`src/hw/rtl/spl_pkg.sv`:
```
package spl_pkg;

   typedef enum logic [1:0] {
      MODE_INSERT = 2'd0,
      MODE_SHOW   = 2'd1,
      MODE_CLEAR  = 2'd2,
      MODE_NONE   = 2'd3
   } spl_mode_type;

   typedef enum logic [1:0] {
      STATUS_OK    = 2'd0,
      STATUS_EMPTY = 2'd1,
      STATUS_FULL  = 2'd2
   } spl_status_type;

   typedef enum logic {
      ST_IDLE = 1'b0,
      ST_SHOW = 1'b1
   } spl_state_type;

   typedef struct packed {
      logic insert;
      logic rotate;
   } spl_cmd_type;

endpackage

```
`src/hw/rtl/sorted_priority_list.sv`:
```
// sorted priority list: holds up to CAPACITY (priority, tag) entries in
// ascending priority order, lower value first, equal priorities newest first.
// request channel: req_valid/req_stall with req_mode, req_priority_req and
// req_task_tag. mode insert adds an entry, show lists all entries, clear
// empties the list. response channel: rsp_valid/rsp_stall with one
// registered transaction per result; rsp_last marks the final one.
// insert, clear and the unused mode give one result, registered, in the
// cycle after acceptance. show gives one result per held entry, one per
// cycle while rsp_stall is low, the first in the cycle after acceptance;
// the entries circulate through the chain of cells and the head cell
// feeds the output. a show holds off new requests until its last entry.
// a full list drops an insert and reports status full.
// while rsp_stall is high with a result pending, the block holds its
// state and raises req_stall.
// reset clears the entry count and any pending result; entry storage
// needs no clearing, so the block accepts transactions right after reset.
module sorted_priority_list #(
   parameter int CAPACITY      = 16,
   parameter int PRIORITY_BITS = 8,
   parameter int TAG_BITS      = 16
) (
   input  logic                       clock,
   input  logic                       reset,
   input  logic                       req_valid,
   output logic                       req_stall,
   input  spl_pkg::spl_mode_type      req_mode,
   input  logic [PRIORITY_BITS-1:0]   req_priority_req,
   input  logic [TAG_BITS-1:0]        req_task_tag,
   output logic                       rsp_valid,
   input  logic                       rsp_stall,
   output logic [PRIORITY_BITS-1:0]   rsp_entry_priority,
   output logic [TAG_BITS-1:0]        rsp_entry_tag,
   output logic [$clog2(CAPACITY+1)-1:0] rsp_entry_count,
   output spl_pkg::spl_status_type    rsp_status,
   output logic                       rsp_last
);
   import spl_pkg::*;

   localparam int CNT_W = $clog2(CAPACITY + 1);

   spl_state_type            state_ff, state_in;
   logic [CNT_W-1:0]         count_ff, count_in;
   logic [CNT_W-1:0]         remain_ff, remain_in;
   logic                     rsp_valid_ff, rsp_valid_in;
   logic [PRIORITY_BITS-1:0] rsp_priority_ff, rsp_priority_in;
   logic [TAG_BITS-1:0]      rsp_tag_ff, rsp_tag_in;
   logic [CNT_W-1:0]         rsp_count_ff, rsp_count_in;
   spl_status_type           rsp_status_ff, rsp_status_in;
   logic                     rsp_last_ff, rsp_last_in;

   spl_cmd_type              cmd;
   logic [PRIORITY_BITS-1:0] head_priority;
   logic [TAG_BITS-1:0]      head_tag;
   logic                     out_free;
   logic                     accept;
   logic                     emit;

   spl_chain #(
      .CAPACITY     (CAPACITY),
      .PRIORITY_BITS(PRIORITY_BITS),
      .TAG_BITS     (TAG_BITS),
      .CNT_W        (CNT_W)
   ) u_chain (
      .clock        (clock),
      .cmd          (cmd),
      .count        (count_ff),
      .new_priority (req_priority_req),
      .new_tag      (req_task_tag),
      .head_priority(head_priority),
      .head_tag     (head_tag)
   );

   assign out_free  = !rsp_valid_ff || !rsp_stall;
   assign req_stall = (state_ff == ST_SHOW) || !out_free;
   assign accept    = req_valid && !req_stall;

   always_comb begin
      state_in        = state_ff;
      count_in        = count_ff;
      remain_in       = remain_ff;
      cmd             = '0;
      emit            = 1'b0;
      rsp_priority_in = rsp_priority_ff;
      rsp_tag_in      = rsp_tag_ff;
      rsp_count_in    = rsp_count_ff;
      rsp_status_in   = rsp_status_ff;
      rsp_last_in     = rsp_last_ff;

      unique case (state_ff)
         ST_IDLE: begin
            if (accept) begin
               emit            = 1'b1;
               rsp_priority_in = '0;
               rsp_tag_in      = '0;
               rsp_status_in   = STATUS_OK;
               rsp_last_in     = 1'b1;
               unique case (req_mode)
                  MODE_INSERT: begin
                     if (count_ff == CNT_W'(CAPACITY)) begin
                        rsp_status_in = STATUS_FULL;
                     end else begin
                        cmd.insert = 1'b1;
                        count_in   = count_ff + CNT_W'(1);
                     end
                  end
                  MODE_SHOW: begin
                     if (count_ff == '0) begin
                        rsp_status_in = STATUS_EMPTY;
                     end else begin
                        cmd.rotate      = 1'b1;
                        rsp_priority_in = head_priority;
                        rsp_tag_in      = head_tag;
                        remain_in       = count_ff - CNT_W'(1);
                        if (count_ff != CNT_W'(1)) begin
                           rsp_last_in = 1'b0;
                           state_in    = ST_SHOW;
                        end
                     end
                  end
                  MODE_CLEAR: begin
                     count_in = '0;
                     if (count_ff == '0) begin
                        rsp_status_in = STATUS_EMPTY;
                     end
                  end
                  default: begin
                  end
               endcase
               rsp_count_in = count_in;
            end
         end
         ST_SHOW: begin
            if (out_free) begin
               emit            = 1'b1;
               cmd.rotate      = 1'b1;
               rsp_priority_in = head_priority;
               rsp_tag_in      = head_tag;
               rsp_count_in    = count_ff;
               rsp_status_in   = STATUS_OK;
               remain_in       = remain_ff - CNT_W'(1);
               rsp_last_in     = (remain_ff == CNT_W'(1));
               if (remain_ff == CNT_W'(1)) begin
                  state_in = ST_IDLE;
               end
            end
         end
         default: begin
            state_in = ST_IDLE;
         end
      endcase

      rsp_valid_in = emit || (rsp_valid_ff && rsp_stall);
   end

   always_ff @(posedge clock) begin
      if (reset) begin
         state_ff     <= ST_IDLE;
         count_ff     <= '0;
         remain_ff    <= '0;
         rsp_valid_ff <= 1'b0;
      end else begin
         state_ff     <= state_in;
         count_ff     <= count_in;
         remain_ff    <= remain_in;
         rsp_valid_ff <= rsp_valid_in;
      end
   end

   always_ff @(posedge clock) begin
      rsp_priority_ff <= rsp_priority_in;
      rsp_tag_ff      <= rsp_tag_in;
      rsp_count_ff    <= rsp_count_in;
      rsp_status_ff   <= rsp_status_in;
      rsp_last_ff     <= rsp_last_in;
   end

   assign rsp_valid          = rsp_valid_ff;
   assign rsp_entry_priority = rsp_priority_ff;
   assign rsp_entry_tag      = rsp_tag_ff;
   assign rsp_entry_count    = rsp_count_ff;
   assign rsp_status         = rsp_status_ff;
   assign rsp_last           = rsp_last_ff;

endmodule

```
`src/hw/rtl/spl_cell.sv`:
```
module spl_cell #(
   parameter int PRIORITY_BITS = 8,
   parameter int TAG_BITS      = 16
) (
   input  logic                     clock,
   input  spl_pkg::spl_cmd_type     cmd,
   input  logic                     occupied,
   input  logic                     tail,
   input  logic [PRIORITY_BITS-1:0] new_priority,
   input  logic [TAG_BITS-1:0]      new_tag,
   input  logic                     prev_lt,
   input  logic [PRIORITY_BITS-1:0] prev_priority,
   input  logic [TAG_BITS-1:0]      prev_tag,
   input  logic [PRIORITY_BITS-1:0] next_priority,
   input  logic [TAG_BITS-1:0]      next_tag,
   input  logic [PRIORITY_BITS-1:0] wrap_priority,
   input  logic [TAG_BITS-1:0]      wrap_tag,
   output logic                     lt,
   output logic [PRIORITY_BITS-1:0] cell_priority,
   output logic [TAG_BITS-1:0]      cell_tag
);
   import spl_pkg::*;

   logic [PRIORITY_BITS-1:0] priority_ff, priority_in;
   logic [TAG_BITS-1:0]      tag_ff, tag_in;

   assign lt            = occupied && (priority_ff < new_priority);
   assign cell_priority = priority_ff;
   assign cell_tag      = tag_ff;

   always_comb begin
      priority_in = priority_ff;
      tag_in      = tag_ff;
      priority if (cmd.insert) begin
         if (!lt) begin
            if (prev_lt) begin
               priority_in = new_priority;
               tag_in      = new_tag;
            end else begin
               priority_in = prev_priority;
               tag_in      = prev_tag;
            end
         end
      end else if (cmd.rotate) begin
         if (tail) begin
            priority_in = wrap_priority;
            tag_in      = wrap_tag;
         end else begin
            priority_in = next_priority;
            tag_in      = next_tag;
         end
      end
   end

   always_ff @(posedge clock) begin
      priority_ff <= priority_in;
      tag_ff      <= tag_in;
   end

endmodule

```
`src/hw/rtl/spl_chain.sv`:
```
module spl_chain #(
   parameter int CAPACITY      = 16,
   parameter int PRIORITY_BITS = 8,
   parameter int TAG_BITS      = 16,
   parameter int CNT_W         = 5
) (
   input  logic                     clock,
   input  spl_pkg::spl_cmd_type     cmd,
   input  logic [CNT_W-1:0]         count,
   input  logic [PRIORITY_BITS-1:0] new_priority,
   input  logic [TAG_BITS-1:0]      new_tag,
   output logic [PRIORITY_BITS-1:0] head_priority,
   output logic [TAG_BITS-1:0]      head_tag
);
   import spl_pkg::*;

   logic [PRIORITY_BITS-1:0] pri_w [CAPACITY];
   logic [TAG_BITS-1:0]      tag_w [CAPACITY];
   logic                     lt_w  [CAPACITY];

   assign head_priority = pri_w[0];
   assign head_tag      = tag_w[0];

   for (genvar i = 0; i < CAPACITY; i++) begin : g_cell
      logic                     occupied;
      logic                     tail;
      logic                     prev_lt;
      logic [PRIORITY_BITS-1:0] prev_priority, next_priority;
      logic [TAG_BITS-1:0]      prev_tag, next_tag;

      assign occupied = CNT_W'(i) < count;
      assign tail     = CNT_W'(i + 1) == count;

      if (i == 0) begin : g_first
         assign prev_lt       = 1'b1;
         assign prev_priority = new_priority;
         assign prev_tag      = new_tag;
      end else begin : g_mid
         assign prev_lt       = lt_w[i-1];
         assign prev_priority = pri_w[i-1];
         assign prev_tag      = tag_w[i-1];
      end

      if (i == CAPACITY - 1) begin : g_end
         assign next_priority = pri_w[i];
         assign next_tag      = tag_w[i];
      end else begin : g_body
         assign next_priority = pri_w[i+1];
         assign next_tag      = tag_w[i+1];
      end

      spl_cell #(
         .PRIORITY_BITS(PRIORITY_BITS),
         .TAG_BITS     (TAG_BITS)
      ) u_cell (
         .clock        (clock),
         .cmd          (cmd),
         .occupied     (occupied),
         .tail         (tail),
         .new_priority (new_priority),
         .new_tag      (new_tag),
         .prev_lt      (prev_lt),
         .prev_priority(prev_priority),
         .prev_tag     (prev_tag),
         .next_priority(next_priority),
         .next_tag     (next_tag),
         .wrap_priority(pri_w[0]),
         .wrap_tag     (tag_w[0]),
         .lt           (lt_w[i]),
         .cell_priority(pri_w[i]),
         .cell_tag     (tag_w[i])
      );
   end

endmodule
```
`config.mk`:
```
export PLATFORM = sky130hd
export DESIGN_NAME = sorted_priority_list
export DESIGN_NICKNAME = d
export VERILOG_FILES = /design/src/hw/rtl/spl_pkg.sv /design/src/hw/rtl/sorted_priority_list.sv /design/src/hw/rtl/spl_cell.sv /design/src/hw/rtl/spl_chain.sv
export SDC_FILE = /design/constraint.sdc
export NUM_CORES = 1
export LEC_CHECK = 0
export ABC_AREA = 1
export BUFFER_PORTS_ARGS = -buffer_cell sky130_fd_sc_hd__buf_2
export CAP_MARGIN = 30
export CORE_UTILIZATION = 30
export DETAILED_ROUTE_END_ITERATION = 8
export PLACE_DENSITY_LB_ADDON = 0.08
export SYNTH_ARGS = -nofsm -noshare
export SYNTH_HDL_FRONTEND = slang
export SYNTH_HIERARCHICAL = 1
export SYNTH_SLANG_ARGS = --single-unit
export TNS_END_PERCENT = 20
```
`constraint.sdc`:
```
create_clock -name clock -period 7.99 [get_ports clock]
set_input_delay 0.799 -clock clock [delete_from_list [all_inputs] [get_ports clock]]
set_output_delay 0.799 -clock clock [all_outputs]
set_load 0.03 [all_outputs]
```
==> flow_metrics.tcl <==
set metrics [dict create \
    rows 112 \
    tns_ns 0 \
    crit_family "buffers and inverters" \
    reg2reg_from "count_ff[0]" \
    grt_pass1_wl_um 185000 \
    path_clk_slew_ns 0.06 \
    hold_class "input pin to flop" \
    power_mw 6.88 \
    dr.pass1.iters 7 \
    yosys_warnings 6 \
    postSynthAreaPerCell_sq_um 8.09 \
    crit_required_ns 8.32 \
    period_share_pct 51.1 \
    grt_pass1_vias 25750 \
    critical_path.max_fanout 99 \
    gp_congestion 0.854 \
    crit_chain "inv_1, ha_1, nand3_1, nand2_1, nor2_4, buf_12, buf_4, inv_2, nand2_1, nand2_1, buf_4" \
    maxCapViolations 0 \
    vias 26793 \
    insertion_delay_ns 0.62 \
    critPathKind "flop to flop" \
    portBuffers 63 \
    cp.arrival_ns 4.41 \
    hold_viol 0 \
    min_from "reset" \
    start_kind "flop" \
    max_slew_margin_pct 35.3 \
    wl_per_cell_um 26.8 \
    die_h_um 309 \
    routed_via_density 5.59 \
    core_sq_mm 0.0935 \
    status "finished clean" \
    cpMostUsedCell "nand2_1" \
    syn_inst 3502 \
    power.density_mw_per_mm2 220 \
    start_util_pct 30.3 \
    clockRootBuffer "clkbuf_16" \
    critPathMaxStageDelay_ns 0.65 \
    vdd_ir_drop_max_uv 135 \
    r2r_slack_ns 3.91 \
    utilization_pct 33.4 \
    die_area_sq_mm 0.0956 \
    finalWorstSetupSlack_ns 3.91 \
    post_cts_resized 0 \
    ios 64 \
    layout_min_cycle_time_ns 4.08 \
    rsz0062_at_grt "false" \
    drc_errors 0 \
    crit_end "u_chain/g_cell[0].u_cell/cell_tag[1]" \
    tightestPinTransition_ns 0.970 \
    r2r_end "u_chain/g_cell[0].u_cell/cell_tag[1]" \
    hpwl_um 84000 \
    syn_area_sq_mm 0.0283 \
    postCtsSetupBuffers 0 \
    cp_slowest_cell "nor2_4" \
    critPathCaptureType "flop" \
    cts_sinks 428 \
    nNetsFinal 3646 \
    grt_use_total_pct 26.3 \
    path_depth 11 \
    tritoncts.num_buffers 56 \
    antenna_found_initial 8 \
    layout-drive-gt1-share_pct 8.71 \
    clk_path_buf_depth 3 \
    wirelength_um 128000 \
    cts_hold_buf 0 \
    r2r_cells 11 \
    power.leakage_nw 12.2 \
    htreeDepth 2 \
    dp_slack_ns 3.77 \
    grt_start_max_net_pins 141 \
    cts_tree "yes" \
    fp.dieW_um 309 \
    syn2layout_area_growth_pct 10.4 \
    cp_num_buf_inv 5 \
    fin_worst_skew_ns 0.0182 \
    setup.worst_path.start "count_ff[0]" \
    worst_hold_slack_ns 0.462 \
    slew_violations 0 \
    grt_overflow_total 0 \
    max_freq_mhz 245 \
    final.fill_count 9930 \
    setup_viol 0 \
    drt_iter0_markers 3407 \
    ant_nets 0 \
]
==> routing by layer <==
metal	part of all wire (%)	routed length (um)	track usage, %	up-vias
met5	0.010	13	0	-
met2	45	58200	41.4	1172
met4	3.1	3930	8.20	2
met1	45	57200	37.3	13125
li1	-	-	-	12290
met3	7.1	9160	3.34	204
==> stage by stage <==
step / instance area (sq um) / cells
after floorplan: 28300 / 3508
after CTS: 31300 / 4791
after detailed placement: 29600 / 4690
final: 31300 / 4792
after global placement: 29300 / 4680
after global routing: 31300 / 4791
==> registers in the layout, summed over array words and instances, names as in the netlist, 2 cells and up <==
signal                               count
u_chain/g_cell.u_cell/cell_priority    128
rsp_entry_priority                       8
count_ff                                 5
rsp_status                               2
u_chain/g_cell.u_cell/cell_tag         256
rsp_entry_tag                           16
rsp_entry_count                          5
remain_ff                                5
==> cells in the final DEF, fill, tap and decap left out, types with 58 or more instances in the layout <==
cell type and n:
o21ai_1 101, o22ai_1 384, buf_2 63, o21ai_0 686
nand2_1 292, buf_4 67, edfxtp_1 416, ha_1 122
inv_1 242, nor2_1 839, inv_2 58
==> worst min-delay path by stage <==
stage | endpoint | slack [ns] | cells after the start
global placement | remain_ff[3] | 0.55 | 4
finish | state_ff | 0.46 | 2
detailed placement | remain_ff[3] | 0.55 | 4
floorplan | remain_ff[3] | 0.52 | 4
global route | state_ff | 0.46 | 2
CTS | state_ff | 0.44 | 2
==> layout make-up <==
class,instances,area [sq um],area share [%]
sequential,428,12700,40.7
clock inverter,24,103,0.328
timing repair buffer,142,1120,3.59
tap,1254,1570,5.02
multi-input combinational,2563,13000,41.7
antenna,1,2.50,0.00801
inverter,303,1140,3.66
clock buffer,77,1560,5.00
==> power breakdown <==
part / switching, mW / internal [mW] / total (mW) / leakage [nW]
Clock: 1.06 / 1.35 / 2.40 / 0.815
Combinational: 1.09 / 0.402 / 1.49 / 7.37
Sequential: 0.203 / 2.78 / 2.98 / 3.98
Total: 2.35 / 4.53 / 6.88 / 12.2
Power figures use the tool's default switching activity.
